--- src/bati_pkg.sv ---
`default_nettype none
package bati_pkg;

  localparam int GRID_COLS = 32;
  localparam int GRID_ROWS = 16;
  localparam int COL_AW    = $clog2(GRID_COLS);
  localparam int ROW_AW    = $clog2(GRID_ROWS);
  localparam int PAD_W     = GRID_COLS + 2;
  localparam int PAD_AW    = $clog2(PAD_W);

  typedef logic [1:0] cmd_t;
  localparam cmd_t CMD_QUERY  = 2'd0;
  localparam cmd_t CMD_PLACE  = 2'd1;
  localparam cmd_t CMD_REMOVE = 2'd2;

  typedef logic cfg_idx_t;
  localparam cfg_idx_t CFG_COLS = 1'b0;
  localparam cfg_idx_t CFG_ROWS = 1'b1;

  typedef logic [GRID_COLS-1:0] row_t;

  typedef enum logic [1:0] {
    S_IDLE,
    S_RD_C,
    S_RD_S,
    S_WR
  } state_t;

  typedef struct packed {
    logic [5:0] tile_code;
    logic [7:0] mask;
    logic       filled;
  } bati_res_t;

  // blob mask -> tile code; isolated tile (mask 0) is code 47
  function automatic logic [5:0] blob_code(input logic [7:0] mask);
    logic [5:0] code;
    case (mask)
      8'd0:   code = 6'd47;
      8'd2:   code = 6'd1;
      8'd8:   code = 6'd2;
      8'd10:  code = 6'd3;
      8'd11:  code = 6'd4;
      8'd16:  code = 6'd5;
      8'd18:  code = 6'd6;
      8'd22:  code = 6'd7;
      8'd24:  code = 6'd8;
      8'd26:  code = 6'd9;
      8'd27:  code = 6'd10;
      8'd30:  code = 6'd11;
      8'd31:  code = 6'd12;
      8'd64:  code = 6'd13;
      8'd66:  code = 6'd14;
      8'd72:  code = 6'd15;
      8'd74:  code = 6'd16;
      8'd75:  code = 6'd17;
      8'd80:  code = 6'd18;
      8'd82:  code = 6'd19;
      8'd86:  code = 6'd20;
      8'd88:  code = 6'd21;
      8'd90:  code = 6'd22;
      8'd91:  code = 6'd23;
      8'd94:  code = 6'd24;
      8'd95:  code = 6'd25;
      8'd104: code = 6'd26;
      8'd106: code = 6'd27;
      8'd107: code = 6'd28;
      8'd120: code = 6'd29;
      8'd122: code = 6'd30;
      8'd123: code = 6'd31;
      8'd126: code = 6'd32;
      8'd127: code = 6'd33;
      8'd208: code = 6'd34;
      8'd210: code = 6'd35;
      8'd214: code = 6'd36;
      8'd216: code = 6'd37;
      8'd218: code = 6'd38;
      8'd219: code = 6'd39;
      8'd222: code = 6'd40;
      8'd223: code = 6'd41;
      8'd248: code = 6'd42;
      8'd250: code = 6'd43;
      8'd251: code = 6'd44;
      8'd254: code = 6'd45;
      8'd255: code = 6'd46;
      default: code = 6'd0;
    endcase
    return code;
  endfunction

endpackage
`default_nettype wire

--- src/bati_ram.sv ---
`default_nettype none
module bati_ram #(
  parameter int WIDTH = 32,
  parameter int DEPTH = 16
) (
  input  wire logic                     clk,
  input  wire logic                     we,
  input  wire logic [$clog2(DEPTH)-1:0] waddr,
  input  wire logic [WIDTH-1:0]         wdata,
  input  wire logic [$clog2(DEPTH)-1:0] raddr,
  output logic      [WIDTH-1:0]         rdata
);

  logic [WIDTH-1:0] mem [DEPTH];
  logic [WIDTH-1:0] rdata_r;

  always_ff @(posedge clk) begin
    if (we) begin
      mem[waddr] <= wdata;
    end
    rdata_r <= mem[raddr];
  end

  assign rdata = rdata_r;

endmodule
`default_nettype wire

--- src/bati_encode.sv ---
`default_nettype none
module bati_encode (
  input  wire bati_pkg::row_t                  row_n,
  input  wire bati_pkg::row_t                  row_c,
  input  wire bati_pkg::row_t                  row_s,
  input  wire logic [bati_pkg::COL_AW-1:0]     cell_x,
  output bati_pkg::bati_res_t                  res
);
  import bati_pkg::*;

  logic [PAD_W-1:0]  pad_n, pad_c, pad_s;
  logic [PAD_AW-1:0] pos;
  logic [2:0]        n3, c3, s3;
  logic              n, s, w, e, self_f;
  logic [7:0]        mask;

  // pad with an empty column on each side so x-1 and x+1 never fall off
  assign pad_n = {1'b0, row_n, 1'b0};
  assign pad_c = {1'b0, row_c, 1'b0};
  assign pad_s = {1'b0, row_s, 1'b0};
  assign pos   = PAD_AW'(cell_x);

  assign n3 = pad_n[pos +: 3];
  assign c3 = pad_c[pos +: 3];
  assign s3 = pad_s[pos +: 3];

  assign n      = n3[1];
  assign s      = s3[1];
  assign w      = c3[0];
  assign e      = c3[2];
  assign self_f = c3[1];

  always_comb begin
    mask    = '0;
    mask[0] = n & w & n3[0];
    mask[1] = n;
    mask[2] = n & e & n3[2];
    mask[3] = w;
    mask[4] = e;
    mask[5] = s & w & s3[0];
    mask[6] = s;
    mask[7] = s & e & s3[2];
  end

  assign res.mask      = mask;
  assign res.filled    = self_f;
  assign res.tile_code = self_f ? blob_code(mask) : 6'd0;

endmodule
`default_nettype wire

--- src/blob_autotile_index.sv ---
`default_nettype none
// 47-tile blob autotiler over a 32x16 occupancy grid held as one row per RAM
// word. Each command (query, place, remove) returns the addressed cell's
// state, its 8-bit neighbour mask and blob tile code after the operation.
// For each item the single-read-port row RAM fetches the rows above,
// at and below the cell one per cycle, then the modified center row is written
// back while the result is loaded. A new item is taken only after the previous
// one's result is in the output register; that register holds a result while
// out_ready is low without blocking the next item's row reads. Per-row valid
// flops make the grid read as empty after reset, so no clearing pass is needed.
// Configuration writes (cfg_ready is always high) must happen while idle.
module blob_autotile_index (
  input  wire logic                        clk,
  input  wire logic                        rst_n,
  input  wire logic                        in_valid,
  output logic                             in_ready,
  input  wire logic [1:0]                  in_command,
  input  wire logic [4:0]                  in_cell_x,
  input  wire logic [3:0]                  in_cell_y,
  output logic                             out_valid,
  input  wire logic                        out_ready,
  output logic      [5:0]                  out_tile_code,
  output logic      [7:0]                  out_neighbour_mask,
  output logic                             out_cell_filled,
  output logic                             out_out_of_range,
  input  wire logic                        cfg_valid,
  output logic                             cfg_ready,
  input  wire bati_pkg::cfg_idx_t          cfg_index,
  input  wire logic [5:0]                  cfg_data
);
  import bati_pkg::*;

  localparam logic [5:0] MAX_COLS = 6'(GRID_COLS);
  localparam logic [4:0] MAX_ROWS = 5'(GRID_ROWS);

  state_t state_r, state_nxt;

  logic [5:0] cols_r;
  logic [4:0] rows_r;
  logic [5:0] eff_cols;
  logic [4:0] eff_rows;
  row_t       col_mask;

  cmd_t              cmd_r;
  logic [COL_AW-1:0] x_r;
  logic [ROW_AW-1:0] y_r;
  logic              oor_r;
  logic              in_oor;

  logic [GRID_ROWS-1:0] row_vld_r;
  row_t                 north_r, ctr_raw_r;
  row_t                 ctr_new, row_c, row_s, ram_q;
  logic                 north_ok, south_ok;

  logic              ram_we;
  logic [ROW_AW-1:0] ram_raddr;
  logic              accept, load_out;

  bati_res_t res;

  logic       out_valid_r;
  logic [5:0] tile_r;
  logic [7:0] mask_r;
  logic       filled_r;
  logic       oor_out_r;

  // area in use, saturated to the grid
  assign eff_cols = (cols_r > MAX_COLS) ? MAX_COLS : cols_r;
  assign eff_rows = (rows_r > MAX_ROWS) ? MAX_ROWS : rows_r;

  always_comb begin
    for (int i = 0; i < GRID_COLS; i++) begin
      col_mask[i] = (6'(i) < eff_cols);
    end
  end

  assign in_oor = ({1'b0, in_cell_x} >= eff_cols) || ({1'b0, in_cell_y} >= eff_rows);

  // next state
  always_comb begin
    state_nxt = state_r;
    unique case (state_r)
      S_IDLE: if (in_valid) state_nxt = S_RD_C;
      S_RD_C: state_nxt = S_RD_S;
      S_RD_S: state_nxt = S_WR;
      S_WR:   if (!out_valid_r || out_ready) state_nxt = S_IDLE;
      default: state_nxt = S_IDLE;
    endcase
  end

  // fsm outputs
  always_comb begin
    in_ready  = 1'b0;
    load_out  = 1'b0;
    ram_raddr = y_r + ROW_AW'(1);
    unique case (state_r)
      S_IDLE: begin
        in_ready  = 1'b1;
        ram_raddr = in_cell_y - ROW_AW'(1);
      end
      S_RD_C: ram_raddr = y_r;
      S_RD_S: ram_raddr = y_r + ROW_AW'(1);
      S_WR: begin
        ram_raddr = y_r + ROW_AW'(1);
        load_out  = !out_valid_r || out_ready;
      end
      default: ram_raddr = y_r;
    endcase
  end

  assign accept = in_valid && in_ready;

  always_ff @(posedge clk) begin
    if (!rst_n) begin
      state_r <= S_IDLE;
    end else begin
      state_r <= state_nxt;
    end
  end

  // latched item
  always_ff @(posedge clk) begin
    if (accept) begin
      cmd_r <= in_command;
      x_r   <= in_cell_x;
      y_r   <= in_cell_y;
      oor_r <= in_oor;
    end
  end

  // north row needs y > 0; it is always inside the area when the cell is
  assign north_ok = (y_r != '0) && row_vld_r[y_r - ROW_AW'(1)];
  assign south_ok = (({1'b0, y_r} + 5'd1) < eff_rows) && row_vld_r[y_r + ROW_AW'(1)];

  always_ff @(posedge clk) begin
    if (state_r == S_RD_C) begin
      north_r <= north_ok ? (ram_q & col_mask) : '0;
    end
    if (state_r == S_RD_S) begin
      ctr_raw_r <= row_vld_r[y_r] ? ram_q : '0;
    end
  end

  always_comb begin
    ctr_new = ctr_raw_r;
    case (cmd_r)
      CMD_PLACE:  ctr_new[x_r] = 1'b1;
      CMD_REMOVE: ctr_new[x_r] = 1'b0;
      default:    ctr_new = ctr_raw_r;
    endcase
  end

  assign row_c  = ctr_new & col_mask;
  assign row_s  = south_ok ? (ram_q & col_mask) : '0;
  // rewriting the same word while the output stalls is harmless
  assign ram_we = (state_r == S_WR) && !oor_r &&
                  ((cmd_r == CMD_PLACE) || (cmd_r == CMD_REMOVE));

  always_ff @(posedge clk) begin
    if (!rst_n) begin
      row_vld_r <= '0;
    end else if (ram_we) begin
      row_vld_r[y_r] <= 1'b1;
    end
  end

  bati_ram #(
    .WIDTH (GRID_COLS),
    .DEPTH (GRID_ROWS)
  ) u_rows (
    .clk   (clk),
    .we    (ram_we),
    .waddr (y_r),
    .wdata (ctr_new),
    .raddr (ram_raddr),
    .rdata (ram_q)
  );

  bati_encode u_enc (
    .row_n  (north_r),
    .row_c  (row_c),
    .row_s  (row_s),
    .cell_x (x_r),
    .res    (res)
  );

  // output word register
  always_ff @(posedge clk) begin
    if (!rst_n) begin
      out_valid_r <= 1'b0;
    end else if (load_out) begin
      out_valid_r <= 1'b1;
    end else if (out_ready) begin
      out_valid_r <= 1'b0;
    end
  end

  always_ff @(posedge clk) begin
    if (load_out) begin
      tile_r    <= oor_r ? 6'd0 : res.tile_code;
      mask_r    <= oor_r ? 8'd0 : res.mask;
      filled_r  <= oor_r ? 1'b0 : res.filled;
      oor_out_r <= oor_r;
    end
  end

  assign out_valid          = out_valid_r;
  assign out_tile_code      = tile_r;
  assign out_neighbour_mask = mask_r;
  assign out_cell_filled    = filled_r;
  assign out_out_of_range   = oor_out_r;

  // configuration registers
  assign cfg_ready = 1'b1;

  always_ff @(posedge clk) begin
    if (!rst_n) begin
      cols_r <= 6'd25;
      rows_r <= 5'd14;
    end else if (cfg_valid && cfg_ready) begin
      unique case (cfg_index)
        CFG_COLS: cols_r <= cfg_data;
        CFG_ROWS: rows_r <= cfg_data[4:0];
        default:  cols_r <= cols_r;
      endcase
    end
  end

endmodule
`default_nettype wire

--- config.mk ---
export PLATFORM = sky130hd
export DESIGN_NAME = blob_autotile_index
export DESIGN_NICKNAME = d
export VERILOG_FILES = /design/src/bati_pkg.sv /design/src/bati_ram.sv /design/src/bati_encode.sv /design/src/blob_autotile_index.sv
export SDC_FILE = /design/constraint.sdc
export NUM_CORES = 1
export LEC_CHECK = 0
export BUFFER_PORTS_ARGS = -buffer_cell sky130_fd_sc_hd__clkbuf_2
export CAP_MARGIN = 25
export CORE_ASPECT_RATIO = 1.2
export CORE_UTILIZATION = 40
export CTS_CLUSTER_DIAMETER = 30
export CTS_CLUSTER_SIZE = 40
export DETAILED_ROUTE_END_ITERATION = 10
export GPL_TIMING_DRIVEN = 0
export PLACE_DENSITY = 0.68
export REMOVE_ABC_BUFFERS = 1
export SLEW_MARGIN = 20
export SYNTH_ARGS = -nofsm -noshare
export SYNTH_HDL_FRONTEND = slang
export SYNTH_SLANG_ARGS = --single-unit
--- constraint.sdc ---
create_clock -name clk -period 3.91 [get_ports clk]
set_clock_uncertainty 0.05 [all_clocks]
set_input_delay 0.391 -clock clk [delete_from_list [all_inputs] [get_ports clk]]
set_output_delay 0.391 -clock clk [all_outputs]
set_load 0.01 [all_outputs]
* Word level (Yosys, flattened, before mapping)
Memories as Yosys holds them, arrays and structs flattened. A register that Yosys moved wholly into a read port is not among the register bits.
Cells that the tools add are included.
** Storage, ports and cells
- Flip-flop bits (word level) :: 122
- Output and inout port bits :: 19
- Memories :: 1
- Bits in writable memories :: 512
** Cells by class
- Add/sub/neg operators :: 4
- Eq/ne operators :: 53
- Multiplexer cells :: 25
- Magnitude comparators :: 43
- Bitwise operators :: 16
- Shift-type cells :: 3
- Reductions and logical operators :: 21
** Memories
- u_rows.mem :: depth 16, width 32, rd ports 1, clocked after Yosys merged registers in 1, write ports 1, RTL line bati_ram.sv:14 : logic [WIDTH-1:0] mem [DEPTH];
** Operators by type and width (number)
- 6-bit one-hot mux with 47 select lines :: 1
- 8-bit by 7-bit equality test with 1-bit output (second input constant) :: 21
- 8-bit equality test (second input constant) :: 13
- 34-bit by 6-bit indexed part select with 3-bit output :: 3
- 32-bit bitwise AND :: 3
- 5-bit by 6-bit < comparator with 1-bit output (first input constant) :: 16
- 8-bit by 5-bit equality test with 1-bit output (second input constant) :: 8
- 32-bit one-hot mux with 2 select lines :: 1
- 4-bit by 6-bit < comparator with 1-bit output (first input constant) :: 8
- 32-bit 2-to-1 mux :: 1
- 32-bit NOT :: 1
- 32-bit bitwise OR :: 1
- 8-bit by 4-bit equality test with 1-bit output (second input constant) :: 3
- 3-bit by 6-bit < comparator with 1-bit output (first input constant) :: 4
- 16-bit bitwise OR :: 1
- 4-bit by 5-bit < comparator with 1-bit output (second input constant) :: 3
- 1-bit binary-select mux with 4-bit select :: 3
- 1-bit by 6-bit < comparator with 1-bit output (first input constant) :: 2
- 2-bit by 6-bit < comparator with 1-bit output (first input constant) :: 2
- 4-bit one-hot mux with 3 select lines :: 1
- 1-bit 2-to-1 mux :: 11
- 1-bit bitwise AND :: 8
- 8-bit by 2-bit equality test with 1-bit output (second input constant) :: 1
- 8-bit zero test :: 1
- other kinds (29) :: 48

* Longest topological paths before layout
Gate-level depths: netlist of the first run.
- Depth in word-level cells :: 13
- Gate-level depth with buffers :: 17
- Mapped depth without buffers :: 13

* Modules after synthesis
From an unflattened synthesis of the first run, not the netlist that was laid out.
** Unflattened totals
- Cells, all modules :: 1913
- Area total of the unflattened synthesis :: 30120.1 sq um
** Modules (own cells, without submodules)
- bati_ram :: cells an instance 838, instances 1, area each 19854.0 sq um
- blob_autotile_index :: cells an instance 720, instances 1, area each 7108.1 sq um
- bati_encode :: cells an instance 355, instances 1, area each 3158.0 sq um

* Least setup slack after synthesis of the first run
OpenSTA, ideal clock, no wires.
- Path type :: register to register
- From :: register cmd_r[0]
- To :: memory u_rows.mem[3][0] (enable)
- Arrival :: 3.666 ns
- Clock period less this slack :: 4.180 ns
- Data required time :: 3.397 ns
- Path slack :: -0.270 ns
- Cell stages (with the launch flop) :: 7
- Buffers on the path :: 1
- Cells stage by stage :: edfxtp_1 inv_1 ha_1 buf_2 nor3b_1 nand2_1 nor3_1
** On the way
- Cells in the longest elaborated chain, start to end :: 5
- Elaborated cells on any way between the ends :: 6
- Classes of those cells :: eq/ne (2); mux (2); reduce/logical (2)
** Ends and longest elaborated chain
- start: declaration :: RTL line blob_autotile_index.sv:44 : cmd_t cmd_r;
- start signal: assignment :: RTL line blob_autotile_index.sv:124 : cmd_r <= in_command;
- 2-bit by 1-bit equality test with 1-bit output / 2-bit equality test (equally long branches) :: RTL line blob_autotile_index.sv:157 : ((cmd_r == CMD_PLACE) || (cmd_r == CMD_REMOVE));
- 1-bit logical OR (*) :: RTL line blob_autotile_index.sv:157
- 1-bit logical AND (*) :: RTL line blob_autotile_index.sv:156 : assign ram_we = (state_r == S_WR) && !oor_r &&
- 1-bit 2-to-1 mux (*) :: RTL line bati_ram.sv:18 : if (we) begin
- 1-bit 2-to-1 mux (not written as such) (*) :: RTL line bati_ram.sv:19 : mem[waddr] <= wdata;
- end: declaration :: RTL line bati_ram.sv:14
Mark *: on every way between the ends. The rest lies on a longest branch, timed or not.

* Worst setup path in the final report of the first run
- From :: register x_r[0]
- To :: register tile_r[2] (netlist: out_tile_code[2]), data pin
** On the way
- Cells in the longest elaborated chain, start to end :: 13
- Elaborated cells on any way between the ends :: 71
- Classes of those cells :: order compare (2); eq/ne (46); shift (3); mux (4); bitwise (13); reduce/logical (3)
** Ends and longest elaborated chain
- start: declaration :: RTL line blob_autotile_index.sv:45 : logic [COL_AW-1:0] x_r;
- start signal: assignment :: RTL line blob_autotile_index.sv:125 : x_r <= in_cell_x;
- 5-bit by 6-bit < comparator with 1-bit output (not written as such) / 5-bit by 1-bit >= comparator with 1-bit output (equally long branches) :: RTL line blob_autotile_index.sv:147, blob_autotile_index.sv:148
- 1-bit logical AND (not written as such) :: RTL line blob_autotile_index.sv:147, blob_autotile_index.sv:148
- 1-bit 2-to-1 mux (not written as such) :: RTL line blob_autotile_index.sv:147, blob_autotile_index.sv:148
- 1-bit demux with 5-bit select :: RTL line blob_autotile_index.sv:147, blob_autotile_index.sv:148
- 32-bit NOT (no source line)
- 32-bit bitwise AND (no source line)
- 32-bit one-hot mux with 2 select lines :: RTL line blob_autotile_index.sv:146 : case (cmd_r)
- 32-bit bitwise AND :: RTL line blob_autotile_index.sv:153 : assign row_c = ctr_new & col_mask;
- 34-bit by 6-bit indexed part select with 3-bit output :: RTL line bati_encode.sv:24 : assign c3 = pad_c[pos +: 3];
- 1-bit bitwise AND (on tied branches) (2 in series)
- 8-bit equality test, or another cell as far along :: RTL line bati_pkg.sv:38 : case (mask)
- 6-bit one-hot mux with 47 select lines :: RTL line bati_pkg.sv:38
- end signal: assignment :: RTL line blob_autotile_index.sv:200 : tile_r <= oor_r ? 6'd0 : res.tile_code;
- end: declaration :: RTL line blob_autotile_index.sv:62 : logic [5:0] tile_r;
Parallel ways exist; a longest one is shown, timed or not.
A chain may end at the register's enable or synchronous reset.

==> metrics.txt, run 1 <==
area grow syn2layout 26.5%; Clock Power Share 28.0%; CP Data Required Time 4.25 ns; Starting Density 40.4%; Syn. warnings 0; failing checks negative setup slack; Vias 20,659; Sw Pwr 0.0110 W; Final period util 106%; H-Tree Depth 3; Final #Nets 2,332; CORE AREA 75,000 µm²; Comb pwr share 41.4%; vias in the first global route 21,017; setup TNS -1.01 ns; Iteration-0 DRC Markers 1,967; I/O pins 42; Synth Register Bits 666; Final Setup Violations 6; Max rail drop VDD 0.473 mV; Data arrival, critical path 4.49 ns; CTS tree yes; Die ar. 76,900 µm²; grt total ovfl 0; CTS Buf Count 95; antenna violations before repair 0; Tmin final 4.15 ns; Tot GR Track Use 24.3%; Fmax 241 MHz; Post-DP HPWL 60,900 µm; leakage 12.9 nW; Die Ht 304 µm; Syn Std Cell Area 30,300 µm²; ant diodes 0; largest net degree at the start of global routing 41; EDFF count, synth 604; post-synth top area cell edfxtp_1; Final Wtd Congestion 0.997; Post-synth top cells 604 x edfxtp_1, 179 x nand2_1, 149 x mux4_2, 130 x nor2_1, 77 x clkbuf_1; Tightest Hold Check Type primary input to register; sw frac 35.2%; Root Driver clkbuf_16; Post-Route WL 92,300 µm; count leader, synth edfxtp_1; kind of critical path register to register; CTS sink count 666; Mapped Cells 2,087; Critical Path Source Type register; CP Max Fanout 19; Max-cap violations 0; Sequential Power Share 30.6%; final worst slack -0.242 ns; pre-CTS setup slack -2.61 ns; Seq/Total Area, Yosys 64.0%; via/cell ratio 6.12; clk slew on worst S/H paths 0.05 ns; power density cells 816 nW/µm²; CTS max path bufs 3; die width 253 µm; asr flop ratio synth 0%; Final Hold Viols 0; Synth Flop Type edfxtp_1; Worst Setup End Kind register; unrepaired setup endpoints after global routing true; port bufs 40; hold slack 0.0450 ns; row cnt 110; Worst slew margin 29.8%; layout cells sized above 1 31.8%; post-DR wirelength/cell 27.3 µm; syn avg cell area 14.5 µm²; Final Max Tran Viols 0; drt pass-1 iters 5; internal power 0.0203 W; Detail Route Antenna Nets 0; share of the synthesized area in the top cell type 59.9%; top cells by area, synth edfxtp_1 60%, mux4_2 11%, dfxtp_1 4.1%, nand2_1 2.2%, nor2_1 1.6%; overall power 0.0313 W; # DRC 0; status finished, violations left; first-pass GRT wire length 136,000 µm; Cell variety after synth 99; worst slew pin tran 1.05 ns; Worst-Skew Late Latency 0.66 ns
cells by family after synthesis:
logic type,Yosys count,synth area share (%)
xor+xnor,6,0.198
mux,196,12.7
simple gates,608,10.0
flops,666,64.0
fa+ha+maj,24,0.991
buf+inv,171,2.47
compound gates,415,9.66
other cells,1,0.0124
layout by cell type, fill, tap and decap left out, drive strengths merged, types with 17 or more instances in the layout:
cell type / n
edfxtp: 604
buf: 191
nand2: 180
mux4: 149
clkbuf: 149
nor2: 132
and2: 77
a31oi: 63
dfxtp: 62
a21oi: 62
o21ai: 57
a211oi: 47
nor3: 44
nand3: 41
inv: 37
clkinv: 34
mux2i: 32
nand2b: 24
ha: 24
nor4: 24
o21a: 23
nor2b: 19
dlygate4sd3: 17
repair_timing:
action | in CTS | in global routing
hold buffers | 17 | 0
pin swaps | 41 | 28
gates resized for setup | 140 | 50
cloned | 5 | 0
setup buffers | 77 | 18
endpoints found under the hold margin | 22 | 0
endpoints found under the setup margin | 34 | 37
worst max-delay path, cell delays in order (launching register included):
cell,delay (ns)
edfxtp_1,0.48
buf_8,0.22
buf_16,0.17
nor2_4,0.34
a31oi_1,0.21
a211oi_2,0.40
a22oi_2,0.17
a2111oi_4,0.46
a21oi_2,0.05
buf_4,0.18
a21boi_4,0.33
o21ai_2,0.10
nor3b_2,0.17
o22a_1,0.21
o31a_1,0.29
through the flow:
stage	utilization, %	std cells	instance area, µm²
2_1_floorplan	-	1935	29600
5_1_grt	51.1	3376	38300
3_5_place_dp	44.1	3077	33100
3_3_place_gp	41.4	2983	31100
6_report	51.1	3376	38300
4_1_cts	50.6	3356	37900
registers in the layout, indices dropped and copies added (netlist names), 2 cells and up:
name	cells
cmd_r	2
out_neighbour_mask	8
cols_r	6
state_r	2
u_rows.rdata	32
x_r	5
rows_r	5
north_r	32
row_vld_r	16
out_tile_code	6
u_rows.mem	512
y_r	4
ctr_raw_r	32
power groups by stage:
stage               combinational (W)  clock [W]  sequential [W]
finish                         0.0130    0.00875         0.00958
floorplan                     0.00540          0         0.00952
detailed placement             0.0114          0         0.00972
global placement              0.00671          0         0.00996
global route                   0.0137    0.00916         0.00960
CTS                            0.0126    0.00887         0.00955
area by class of cell:
| cell class | count | area [µm²] |
|---|---|---|
| inverter | 19 | 76.3 |
| clock inverter | 71 | 810 |
| multi-input combinational | 1254 | 11300 |
| clock buffer | 109 | 2510 |
| fill | 6015 | 36700 |
| tap | 1008 | 1260 |
| timing repair buffer | 249 | 2990 |
| sequential | 666 | 19400 |
worst paths after layout:
kind	startpoint	end	slack, ns	depth (start not counted)
max	x_r[0]	out_tile_code[2]	-0.24	14
min	out_ready	out_valid	0.05	3
max reg2reg	x_r[0]	out_tile_code[2]	-0.24	14
min reg2reg	rows_r[0]	rows_r[0]	0.42	2
per-layer routing:
metal  wire length (µm)  track usage [%]
met1              35300             29.3
met2              44500             40.0
met3               6100             4.17
met4               6370             16.4
met5                  0                0
Power figures use the tool's default switching activity.
==> inputs of run 2 (changes only) <==
--- a/config.mk
+++ b/config.mk
@@ -7,7 +7,7 @@
 export LEC_CHECK = 0
 export BUFFER_PORTS_ARGS = -buffer_cell sky130_fd_sc_hd__clkbuf_2
 export CAP_MARGIN = 25
-export CORE_ASPECT_RATIO = 1.2
+export CORE_ASPECT_RATIO = 1.1
 export CORE_UTILIZATION = 40
 export CTS_CLUSTER_DIAMETER = 30
 export CTS_CLUSTER_SIZE = 40
@@ -15,6 +15,7 @@
 export GPL_TIMING_DRIVEN = 0
 export PLACE_DENSITY = 0.68
 export REMOVE_ABC_BUFFERS = 1
+export SETUP_SLACK_MARGIN = 0.3
 export SLEW_MARGIN = 20
 export SYNTH_ARGS = -nofsm -noshare
 export SYNTH_HDL_FRONTEND = slang
==> metrics.txt, run 2 (same netlist as run 1, synthesis figures left out) <==
Die ar. 76,900 µm² (about the same); kind of critical path register to register; port bufs 40 (unchanged); # DRC 0 (unchanged); CORE AREA 74,800 µm² (-0.34%); Iteration-0 DRC Markers 2,122 (+7.9%); most frequent cells in the layout 604 x edfxtp_1, 176 x nand2_1, 149 x mux4_2; Final #Nets 2,355 (+0.99%); H-Tree Depth 3 (unchanged); die width 264 µm (+4.4%); unrepaired setup endpoints after global routing true; Die Ht 291 µm (-4.2%); final worst slack -0.346 ns (-0.104 ns); Max rail drop VDD 0.556 mV (+18%); Starting Density 40.5% (+0.14 points); CP Data Required Time 4.24 ns (about the same); total placed instance area 33,200 µm² (+0.23%); Tightest Hold Check Type primary input to register; leakage 13.4 nW (+3.6%); vias in the first global route 21,255 (+1.1%); power density cells 843 nW/µm² (+3.3%); area grow syn2layout 29.4%; grt total ovfl 0 (unchanged); CTS max path bufs 3 (unchanged); Detail Route Antenna Nets 0 (unchanged); Data arrival, critical path 4.59 ns (+0.10 ns); fillers 5,824 (-3.2%); ant diodes 0 (unchanged); Final Max Tran Viols 0 (unchanged); Tot GR Track Use 24.6% (+0.38 points); Final Hold Viols 0 (unchanged); final core occ 52.5% (+1.4 points); drt pass-1 iters 5 (unchanged); CTS sink count 666 (unchanged); Fmax 235 MHz (-2.4%); post-DR wirelength/cell 28.1 µm (+2.8%); CTS Buf Count 112 (+18%); CTS tree yes; Vias 20,852 (+0.93%); Max-cap violations 0 (unchanged); row cnt 105 (-4.5%); antenna violations before repair 1 (+1); Final period util 109% (+2.7 points); largest net degree at the start of global routing 41 (unchanged); final instance area 39,200 µm² (+2.3%); Worst slew margin 30.1% (+0.30 points); I/O pins 42 (unchanged); CP Max Fanout 30 (+11); Post-DP HPWL 63,000 µm (+3.5%); hold slack 0.0170 ns (-0.0280 ns); via/cell ratio 6.19 (+1.1%); Tmin final 4.26 ns (+0.104 ns); Final Setup Violations 5 (-1); Worst Setup End Kind register; setup TNS -0.951 ns (+0.0556 ns); Post-Route WL 94,700 µm (+2.7%); Root Driver clkbuf_16; Critical Path Source Type register; clk slew on worst S/H paths 0.05 ns (about the same); first-pass GRT wire length 140,000 µm (+2.9%); pre-CTS setup slack -2.45 ns (+0.165 ns); Final Wtd Congestion 0.969 (-2.8%); Worst-Skew Late Latency 0.68 ns (+0.02 ns); largest register by flop count u_rows.mem; failing checks negative setup slack; worst slew pin tran 1.02 ns (-0.0270 ns); commonest non-fill, non-tap cell in the layout edfxtp_1; status finished, violations left; Largest register FFs 512 (unchanged); layout cells sized above 1 33.3% (+1.4 points)
run 2: cell types whose count changed in the layout (fill, tap and decap cells not counted), moves of 6 or more:
cell | before | now
bufinv_16 | 11 | 17
buf_6 | 21 | 13
clkbuf_1 | 7 | 1
clkbuf_16 | 96 | 113
nor2_2 | 15 | 6
clkinv_1 | 12 | 6
buf_4 | 99 | 107
run 2: final cells by class:
class | count | area (µm²) | share of cell area, %
flip-flops and latches | 666 | 19400 | 49.4
multi-input cells | 1253 | 11300 | 28.8
repair buffers | 256 | 3100 | 7.91
clock buffers | 118 | 2890 | 7.36
clock inverters | 96 | 1250 | 3.19
well taps | 963 | 1200 | 3.07
inverters | 19 | 88.8 | 0.227
run 2: worst paths after layout:
path / startpoint / endpoint / slack (ns) / cells past startpoint
setup reg to reg: cols_r[4] / out_tile_code[1] / -0.35 / 10
hold reg to reg: rows_r[3] / rows_r[3] / 0.42 / 2
hold / removal: out_ready / out_valid / 0.02 / 3
setup / recovery: cols_r[4] / out_tile_code[1] / -0.35 / 10
run 2: worst max-delay path, cell delays in order, from the launching register on:
cell	delay (ns)
dfxtp_2	0.79
a21oi_1	0.44
or3_1	0.50
a211o_1	0.33
a221o_1	0.34
o21ai_1	0.17
and3b_2	0.38
nand3_1	0.12
a31oi_1	0.31
nor3_1	0.09
o41a_1	0.43
run 2: per-layer routing:
metal / GRT usage [%] / vias up / part of all wire, %
met5: 0 / - / 0
met4: 12.7 / 0 / 5.5
met3: 4.42 / 266 / 7.1
met2: 39.9 / 1019 / 48
met1: 31.7 / 10753 / 40
li1: - / 8814 / -
run 2: power by group:
group          total [W]  internal, W  switching (W)
clock             0.0104      0.00665        0.00376
combinational     0.0131      0.00593        0.00716
sequential       0.00955      0.00901       0.000548
run 2: what timing repair did:
item / 4_1_cts / 5_1_grt
pin swaps: 43 / 19
resized for setup: 164 / 27
endpoints found under the hold margin: 21 / 0
hold buffers: 17 / 0
setup endpoints to repair: 309 / 22
gates cloned: 2 / 1
setup buffers: 85 / 13
run 2: stage by stage:
step / std cells / power (W)
6_report: 3371 / 0.0331
3_5_place_dp: 3037 / 0.0211
2_1_floorplan: 1935 / 0.0149
4_1_cts: 3355 / 0.0328
5_1_grt: 3371 / 0.0343
3_3_place_gp: 2938 / 0.0167
